File: config.mk
export PLATFORM = sky130hd
export DESIGN_NAME = extent_run_record_decoder_unit
export DESIGN_NICKNAME = d
export VERILOG_FILES = /design/src/hdl/erd_pkg.sv /design/src/hdl/erd_parser.sv /design/src/hdl/extent_run_record_decoder_unit.sv
export VERILOG_INCLUDE_DIRS = /design/src /design/src/hdl
export SDC_FILE = /design/constraint.sdc
export NUM_CORES = 1
export LEC_CHECK = 0
export BUFFER_PORTS_ARGS = -buffer_cell sky130_fd_sc_hd__buf_2
export CAP_MARGIN = 20
export CORE_MARGIN = 5
export CORE_UTILIZATION = 35
export CTS_BUF_LIST = sky130_fd_sc_hd__clkbuf_4 sky130_fd_sc_hd__clkbuf_8 sky130_fd_sc_hd__clkbuf_16
export DETAILED_ROUTE_END_ITERATION = 10
export GPL_ROUTABILITY_DRIVEN = 0
export GPL_TIMING_DRIVEN = 0
export SLEW_MARGIN = 20
export SYNTH_ARGS = -nofsm -noshare
export SYNTH_HDL_FRONTEND = slang
export SYNTH_SLANG_ARGS = --single-unit
export TNS_END_PERCENT = 50
File: constraint.sdc
create_clock -name clk -period 30.1 [get_ports clk]
set_clock_uncertainty 0.15 [all_clocks]
set_input_delay 3.01 -clock clk [delete_from_list [all_inputs] [get_ports clk]]
set_output_delay 3.01 -clock clk [all_outputs]
set_load 0.005 [all_outputs]
File: src/hdl/extent_run_record_decoder_unit_defines.svh
// Assertion macros shared by the extent record decoder RTL.
`ifndef EXTENT_RUN_RECORD_DECODER_UNIT_DEFINES_SVH
`define EXTENT_RUN_RECORD_DECODER_UNIT_DEFINES_SVH

`ifndef SYNTH

// Antecedent true in a cycle implies consequent true in the same cycle.
`define ERD_ASSERT_IMPLIES(label, clk, rst, ante, cons) \
  label: assert property (@(posedge clk) disable iff (rst) (ante) |-> (cons)) \
    else $error("assertion failed: consequent false when antecedent held");

// Antecedent true in a cycle implies consequent true in the next cycle.
`define ERD_ASSERT_NEXT(label, clk, rst, ante, cons) \
  label: assert property (@(posedge clk) disable iff (rst) (ante) |=> (cons)) \
    else $error("assertion failed: consequent false one cycle after antecedent");

`else

`define ERD_ASSERT_IMPLIES(label, clk, rst, ante, cons)
`define ERD_ASSERT_NEXT(label, clk, rst, ante, cons)

`endif

`endif

File: src/hdl/erd_pkg.sv
// Types, constants and helper functions of the extent record decoder.
`timescale 1ns / 1ps

package erd_pkg;

  // Largest size code that fits the 64-bit start block and count fields.
  localparam logic [2:0] MAX_SIZE_CODE = 3'd4;

  // Width of the packed output data word, padded to whole bytes.
  localparam int unsigned OUT_DATA_W = 168;

  // Parse phase, one-hot.
  typedef enum logic [3:0] {
    PH_HEADER = 4'b0001,
    PH_BLOCK  = 4'b0010,
    PH_COUNT  = 4'b0100,
    PH_LENGTH = 4'b1000
  } phase_t;

  // One decoded result.
  typedef struct packed {
    logic        bad_format;
    logic        end_of_list;
    logic [4:0]  record_bytes;
    logic [31:0] indirect_length;
    logic [63:0] block_count;
    logic [63:0] start_block;
  } result_t;

  // Number of field bytes that a size code announces; zero when absent.
  function automatic logic [3:0] bytes_for_code(input logic [2:0] code);
    logic [3:0] n;
    begin
      case (code)
        3'd1:    n = 4'd1;
        3'd2:    n = 4'd2;
        3'd3:    n = 4'd4;
        3'd4:    n = 4'd8;
        default: n = 4'd0;
      endcase
      return n;
    end
  endfunction

endpackage

File: src/hdl/erd_parser.sv
// Record parser: holds the parse state and decodes one byte per strobe.
`timescale 1ns / 1ps

module erd_parser (
  input  logic             clk,
  input  logic             rst,
  input  logic             byte_take,    // consume data_byte at this edge
  input  logic [7:0]       data_byte,
  output logic             result_valid, // data_byte would complete a result
  output erd_pkg::result_t result
);
  import erd_pkg::*;

  phase_t      parse_phase, parse_phase_next;
  logic [3:0]  bytes_remaining, bytes_remaining_next;
  logic [2:0]  byte_position, byte_position_next;
  logic [7:0]  saved_header, saved_header_next;
  logic [63:0] block_acc, block_acc_next;
  logic [63:0] count_acc, count_acc_next;
  logic [31:0] length_acc, length_acc_next;
  logic [4:0]  record_length, record_length_next;

  logic [2:0]  hdr_bc, hdr_nc, hdr_lc;
  logic [2:0]  sav_nc, sav_lc;
  logic [63:0] block_merged, count_merged;
  logic [31:0] length_merged;
  logic [4:0]  length_inc;
  logic [3:0]  remaining_dec;

  assign hdr_bc = data_byte[2:0];
  assign hdr_nc = data_byte[5:3];
  assign hdr_lc = {1'b0, data_byte[7:6]};
  assign sav_nc = saved_header[5:3];
  assign sav_lc = {1'b0, saved_header[7:6]};

  // The incoming byte merged into the lane of the field being collected.
  always_comb begin
    block_merged  = block_acc;
    count_merged  = count_acc;
    length_merged = length_acc;
    for (int i = 0; i < 8; i++) begin
      if (byte_position == i[2:0]) begin
        if (parse_phase == PH_BLOCK) block_merged[i*8 +: 8] = data_byte;
        if (parse_phase == PH_COUNT) count_merged[i*8 +: 8] = data_byte;
      end
    end
    for (int j = 0; j < 4; j++) begin
      if (byte_position[1:0] == j[1:0] && parse_phase == PH_LENGTH) begin
        length_merged[j*8 +: 8] = data_byte;
      end
    end
  end

  assign length_inc    = record_length + 5'd1;
  assign remaining_dec = bytes_remaining - 4'd1;

  // Next state and result for the byte on data_byte.
  always_comb begin
    parse_phase_next     = parse_phase;
    bytes_remaining_next = bytes_remaining;
    byte_position_next   = byte_position;
    saved_header_next    = saved_header;
    block_acc_next       = block_acc;
    count_acc_next       = count_acc;
    length_acc_next      = length_acc;
    record_length_next   = record_length;
    result_valid         = 1'b0;
    result               = '0;
    case (parse_phase)
      PH_HEADER: begin
        if (data_byte == 8'd0) begin
          result_valid       = 1'b1;
          result.end_of_list = 1'b1;
        end else if (hdr_bc > MAX_SIZE_CODE || hdr_nc > MAX_SIZE_CODE) begin
          result_valid        = 1'b1;
          result.bad_format   = 1'b1;
          result.record_bytes = 5'd1;
        end else begin
          saved_header_next  = data_byte;
          block_acc_next     = '0;
          count_acc_next     = (hdr_nc == 3'd0) ? 64'd1 : 64'd0;
          length_acc_next    = '0;
          record_length_next = 5'd1;
          byte_position_next = 3'd0;
          if (hdr_bc != 3'd0) begin
            parse_phase_next     = PH_BLOCK;
            bytes_remaining_next = bytes_for_code(hdr_bc);
          end else if (hdr_nc != 3'd0) begin
            parse_phase_next     = PH_COUNT;
            bytes_remaining_next = bytes_for_code(hdr_nc);
          end else if (hdr_lc != 3'd0) begin
            parse_phase_next     = PH_LENGTH;
            bytes_remaining_next = bytes_for_code(hdr_lc);
          end else begin
            // Header with every field absent: the record is complete.
            result_valid        = 1'b1;
            result.block_count  = 64'd1;
            result.record_bytes = 5'd1;
          end
        end
      end
      PH_BLOCK, PH_COUNT, PH_LENGTH: begin
        block_acc_next     = block_merged;
        count_acc_next     = count_merged;
        length_acc_next    = length_merged;
        record_length_next = length_inc;
        if (remaining_dec != 4'd0) begin
          bytes_remaining_next = remaining_dec;
          byte_position_next   = byte_position + 3'd1;
        end else begin
          byte_position_next = 3'd0;
          if (parse_phase == PH_BLOCK && sav_nc != 3'd0) begin
            parse_phase_next     = PH_COUNT;
            bytes_remaining_next = bytes_for_code(sav_nc);
          end else if (parse_phase != PH_LENGTH && sav_lc != 3'd0) begin
            parse_phase_next     = PH_LENGTH;
            bytes_remaining_next = bytes_for_code(sav_lc);
          end else begin
            // Last present field finished: hand out the record.
            parse_phase_next       = PH_HEADER;
            bytes_remaining_next   = 4'd0;
            result_valid           = 1'b1;
            result.start_block     = block_merged;
            result.block_count     = count_merged;
            result.indirect_length = length_merged;
            result.record_bytes    = length_inc;
          end
        end
      end
      default: begin
        parse_phase_next     = PH_HEADER;
        bytes_remaining_next = 4'd0;
        byte_position_next   = 3'd0;
      end
    endcase
  end

  // Control state under reset.
  always_ff @(posedge clk) begin
    if (rst) begin
      parse_phase     <= PH_HEADER;
      bytes_remaining <= 4'd0;
      byte_position   <= 3'd0;
    end else if (byte_take) begin
      parse_phase     <= parse_phase_next;
      bytes_remaining <= bytes_remaining_next;
      byte_position   <= byte_position_next;
    end
  end

  // Record payload, always set up by a header before it is read.
  always_ff @(posedge clk) begin
    if (byte_take) begin
      saved_header  <= saved_header_next;
      block_acc     <= block_acc_next;
      count_acc     <= count_acc_next;
      length_acc    <= length_acc_next;
      record_length <= record_length_next;
    end
  end

endmodule

File: src/hdl/extent_run_record_decoder_unit.sv
// Extent record decoder: splits a byte stream of packed extent records into results.
//
// Input: one byte of the packed extent list per beat on s_tdata. Each record
// is a header byte followed by up to three little-endian fields.
// Output: one beat per record, per zero header (end of list) and per header
// with an oversized start-block or count size code (bad format). Flags travel
// on m_tuser, decoded fields on m_tdata.
// Throughput: one input beat per cycle unless a completed result is held up at
// the output, since each byte only lands in one lane of an accumulator. A result
// passes through the input register and then the result register before it
// leaves.
// Stalls: a result waiting in the result register still lets bytes that
// complete no result be taken; a byte that would complete another result
// waits in the input register, and s_tready drops only once that register is
// full and cannot drain.
// Reset (rst, synchronous): both registers empty, the parser expects a header.
`timescale 1ns / 1ps

`include "extent_run_record_decoder_unit_defines.svh"

module extent_run_record_decoder_unit (
  input  logic         clk,
  input  logic         rst,
  input  logic         s_tvalid,
  output logic         s_tready,
  input  logic [7:0]   s_tdata,   // [7:0] data_byte
  output logic         m_tvalid,
  input  logic         m_tready,
  output logic [167:0] m_tdata,   // [63:0] start_block, [127:64] block_count,
                                  // [159:128] indirect_length, [164:160] record_bytes,
                                  // [167:165] zero
  output logic [1:0]   m_tuser    // [0] end_of_list, [1] bad_format
);
  import erd_pkg::*;

  logic       in_valid;
  logic [7:0] in_byte;
  logic       out_valid;
  result_t    out_result;

  logic       out_free;
  logic       consume;
  logic       parse_valid;
  result_t    parse_result;

  erd_parser u_parser (
    .clk          (clk),
    .rst          (rst),
    .byte_take    (consume),
    .data_byte    (in_byte),
    .result_valid (parse_valid),
    .result       (parse_result)
  );

  // A byte may leave the input register unless its result has nowhere to go.
  assign out_free = !out_valid || m_tready;
  assign consume  = in_valid && (!parse_valid || out_free);
  assign s_tready = !in_valid || consume;

  // Input register.
  always_ff @(posedge clk) begin
    if (rst) begin
      in_valid <= 1'b0;
    end else if (s_tready) begin
      in_valid <= s_tvalid;
    end
  end

  always_ff @(posedge clk) begin
    if (s_tvalid && s_tready) begin
      in_byte <= s_tdata;
    end
  end

  // Result register.
  always_ff @(posedge clk) begin
    if (rst) begin
      out_valid <= 1'b0;
    end else if (consume && parse_valid) begin
      out_valid <= 1'b1;
    end else if (m_tready) begin
      out_valid <= 1'b0;
    end
  end

  always_ff @(posedge clk) begin
    if (consume && parse_valid) begin
      out_result <= parse_result;
    end
  end

  // Output packing.
  assign m_tvalid = out_valid;
  assign m_tdata  = {3'b000, out_result.record_bytes, out_result.indirect_length,
                     out_result.block_count, out_result.start_block};
  assign m_tuser  = {out_result.bad_format, out_result.end_of_list};

  // Checks on the results handed out.
  `ERD_ASSERT_IMPLIES(a_flags_exclusive, clk, rst,
    m_tvalid, !(m_tuser[0] && m_tuser[1]))
  `ERD_ASSERT_IMPLIES(a_eol_empty, clk, rst,
    m_tvalid && m_tuser[0], m_tdata == '0)
  `ERD_ASSERT_IMPLIES(a_bad_one_byte, clk, rst,
    m_tvalid && m_tuser[1], m_tdata[164:160] == 5'd1 && m_tdata[159:0] == '0)
  `ERD_ASSERT_IMPLIES(a_record_nonempty, clk, rst,
    m_tvalid && !m_tuser[0], m_tdata[164:160] != 5'd0)
  `ERD_ASSERT_NEXT(a_stalled_result_kept, clk, rst,
    m_tvalid && !m_tready, m_tvalid)

endmodule

==> flow_metrics.py <==
metrics = {
    "status": {
        "status": "complete, no violations",
    },
    "critical_path": {
        "crit_path_start_kind": "input pin",
        "endpoint": "s_tready",
        "crit_type": "in -> out",
        "critical_path.slowest_cell": "sky130_fd_sc_hd__nor2b_1",
        "cp_num_cells": 4,
        "crit-reg2reg-launch": "u_parser.parse_phase[1]",
        "cell_type_group_with_the_largest_total_delay_on_the_critical_path": "simple AND/OR/NAND/NOR gates",
        "worstReg2RegEnd": "m_tdata[54]",
        "cp_num_buf_inv": 2,
        "timing.critical_path.mode_cell": "sky130_fd_sc_hd__buf_2",
        "critPathMaxStageDelay_ns": 0.36,
        "worstSetupEndpointType": "primary output",
        "critical_path_arrival_ns": 3.93,
        "timing.critical_path.cells": "buf_2 > nor2b_1 > o211ai_1 > buf_2",
        "critPathRequiredTime_ns": 26.94,
        "worst-r2r-cell-count": 9,
        "regToRegSetupSlack_ns": 26.37,
        "critical_path_peak_fanout": 3,
        "startpoint": "m_tready",
    },
    "layout": {
        "post_route_cells_drive_above_1_share": 0.208,
        "finish.net_count": 1400,
        "layout_stage_area_growth_over_the_synthesis_result_pct": 22.5,
        "fillerInstances": 4061,
        "final_instance_count_without_filler_cells": 1992,
        "final_area_sq_um": 18600,
        "insertedDiodeCount": 0,
    },
    "sta": {
        "maxSlewViolCount": 0,
        "max_slew.worst_pin.slew_ns": 1.05,
        "setup_viol": 0,
        "timing.max_slew.rel_slack": 0.303,
        "post-route-period-util": 0.236,
        "max_freq_mhz": 141,
        "fin_tns_setup_ns": 0,
        "rsz0062_at_grt": "false",
        "worst_hold_slack_ns": 0.305,
        "timing.final.crit_period_ns": 7.09,
        "timing.final.hold_violations": 0,
    },
    "clock_tree": {
        "clk_pin_slew_ns": 0.06,
        "cts_tree": "done",
        "clock_tree.buffer_depth": 3,
        "cts-htree-levels": 2,
        "hold_buffers_post_cts": 0,
        "postCtsSetupBuffers": 0,
        "worst_skew_pair.late_latency_ns": 0.55,
        "cts_buffers": 40,
        "tritoncts_num_sinks": 358,
        "clk_root_buffer_cell": "sky130_fd_sc_hd__clkbuf_16",
        "cts_resized": 0,
    },
    "floorplan": {
        "standard_cell_rows": 76,
        "initial_core_utilization": 0.353,
        "die_height_um": 218,
        "core_sq_um": 43000,
        "ios": 184,
        "chipWidth_um": 218,
        "die_area_sq_um": 47600,
    },
    "global_routing": {
        "antenna_found_initial": 0,
        "global_route.overflow_total": 0,
        "grt_start_max_net_pins": 30,
        "first_global_vias": 10100,
        "grt.total_usage": 0.168,
        "grt_pass1_wl_um": 61000,
    },
    "yosys": {
        "netlist_area_sq_um": 15200,
        "synth_ff_type": "sky130_fd_sc_hd__edfxtp_1",
        "yosys_register_bits": 358,
        "synth_seq_area_share": 0.700,
        "synthesis.yosys.warnings": 0,
        "syn-mean-instance-area_sq_um": 13.3,
        "synth-async-reset-ratio": 0,
        "number_of_unique_standard_cell_types_used_by_synthesis": 59,
        "syn_inst": 1140,
        "edff_count_synth": 345,
    },
    "route": {
        "drt-pass1-iter-count": 5,
        "first_iter_violations": 795,
        "drc": 0,
        "antenna_left": 0,
        "routed_wl_um": 40800,
        "via_density_per_instance": 5.03,
        "routed-via-count": 10000,
        "post_drt_wl_per_cell_um": 20.5,
    },
    "pwr": {
        "power_per_cell_area_nw_per_um2": 62.1,
        "worst_ir_drop_vdd_mv": 0.0366,
        "p_total_uw": 1150,
        "leakage_uw": 0.00717,
    },
    "job": {
        "drv.max_cap_violation_count": 0,
    },
    "placement": {
        "buffer_ports.inserted": 179,
        "placed_area_sq_um": 17200,
        "dp_hpwl_um": 27700,
        "dpl.cell_count": 1922,
    },
    "hold_path": {
        "worst_hold_path_type": "reg -> reg",
    },
}
-- report_power, final --
group          switching, uW  total, uW  internal (uW)
registers               7.17        577            570
clock network            196        497            301
logic                   51.3       79.1           27.7
total                    255       1150            899
-- worst min-delay path by stage --
stage | from | end | slack (ns) | cells after the start
floorplan | in_byte[3] | u_parser.saved_header[3] | 0.27 | 0
global placement | in_byte[7] | u_parser.saved_header[7] | 0.29 | 0
detailed placement | in_byte[7] | u_parser.saved_header[7] | 0.29 | 0
CTS | in_byte[7] | u_parser.saved_header[7] | 0.31 | 0
global route | in_byte[7] | u_parser.saved_header[7] | 0.32 | 0
finish | in_byte[7] | u_parser.saved_header[7] | 0.30 | 0
-- cells in the final DEF (no fill, tap or decap), types with 6 or more instances in the layout --
| cell type | instances |
|---|---|
| sky130_fd_sc_hd__nor3_1 | 176 |
| sky130_fd_sc_hd__buf_2 | 195 |
| sky130_fd_sc_hd__ha_1 | 9 |
| sky130_fd_sc_hd__clkbuf_1 | 70 |
| sky130_fd_sc_hd__nand3_1 | 9 |
| sky130_fd_sc_hd__mux2i_1 | 137 |
| sky130_fd_sc_hd__edfxtp_1 | 345 |
| sky130_fd_sc_hd__clkinvlp_4 | 6 |
| sky130_fd_sc_hd__o21ai_0 | 10 |
| sky130_fd_sc_hd__clkbuf_16 | 41 |
| sky130_fd_sc_hd__a21oi_1 | 33 |
| sky130_fd_sc_hd__nand2_1 | 19 |
| sky130_fd_sc_hd__a31oi_1 | 8 |
| sky130_fd_sc_hd__clkbuf_4 | 9 |
| sky130_fd_sc_hd__dfxtp_1 | 13 |
| sky130_fd_sc_hd__inv_1 | 14 |
| sky130_fd_sc_hd__buf_16 | 13 |
| sky130_fd_sc_hd__nand2b_1 | 6 |
| sky130_fd_sc_hd__nor2_1 | 194 |
| sky130_fd_sc_hd__buf_1 | 9 |
-- stage by stage --
step,utilization,worst slack (ns)
2_1_floorplan,-,13.41
3_3_place_gp,0.391,6.94
3_5_place_dp,0.401,22.98
4_1_cts,0.432,22.98
5_1_grt,0.432,22.96
6_report,0.432,23.01
-- sequential cells by signal, indices dropped and copies added, names as in the netlist, 5 cells and up --
name	cells
u_parser.record_length	5
u_parser.count_acc	64
m_tdata	165
in_byte	8
u_parser.saved_header	5
u_parser.length_acc	32
u_parser.block_acc	64
-- cells in the mapped netlist (all sizes together) (3+ instances only) --
cell / number / area share
a311oi: 3 / 0.0021
clkbuf: 70 / 0.017
xor2: 3 / 0.0017
nand2: 19 / 0.0047
mux2i: 137 / 0.090
a21oi: 33 / 0.011
nand3: 9 / 0.0030
and2: 4 / 0.0017
o21ai: 10 / 0.0033
and3: 3 / 0.0016
nor2: 195 / 0.048
nand2b: 6 / 0.0025
buf: 29 / 0.0097
a31oi: 8 / 0.0033
nand4: 4 / 0.0016
xnor2: 3 / 0.0017
inv: 14 / 0.0035
nor4b: 5 / 0.0047
ha: 9 / 0.0074
edfxtp: 345 / 0.68
nor3: 176 / 0.058
dfxtp: 13 / 0.017
o31ai: 5 / 0.0025
-- cells by family (layout without fill, tap and decap cells) --
kind of cell | after synthesis | in the layout | share of synthesized area
AOI/OAI and AO/OA | 81 | 81 | 0.0346
adders and majority gates | 9 | 9 | 0.00742
other | 1 | 3 | 0.000247
and+or+nand+nor | 434 | 434 | 0.132
xor gates and xnor gates | 6 | 6 | 0.00347
buffers and inverters | 113 | 378 | 0.0305
DFF | 358 | 358 | 0.700
muxes | 138 | 138 | 0.0911
-- layer usage --
metal | GRT usage | part of all wire | vias up
met4 | 0.0536 | 0.027 | 0
li1 | - | - | 4710
met5 | 0 | 0 | -
met3 | 0.0302 | 0.056 | 71
met2 | 0.271 | 0.47 | 317
met1 | 0.231 | 0.44 | 4926
-- cell type report --
cell class                 instances  area, sq um  share of cell area
buffer                            99          410              0.0221
clock buffer                      50         1090              0.0589
clock inverter                    20          245              0.0132
inverter                          14         52.6             0.00283
multi-input combinational        671         4110               0.221
sequential                       358        10600               0.572
tap                              585          732              0.0394
timing repair buffer             195         1310              0.0707
-- worst register-to-register path, delay by kind of cell (launching register included) --
kind / cells / cell delay, ns
simple gates: 3 / 1.63
buf+inv: 4 / 0.80
compound gates: 2 / 0.52
flops: 1 / 0.30
No activity file was read; power rests on OpenSTA's default activity.
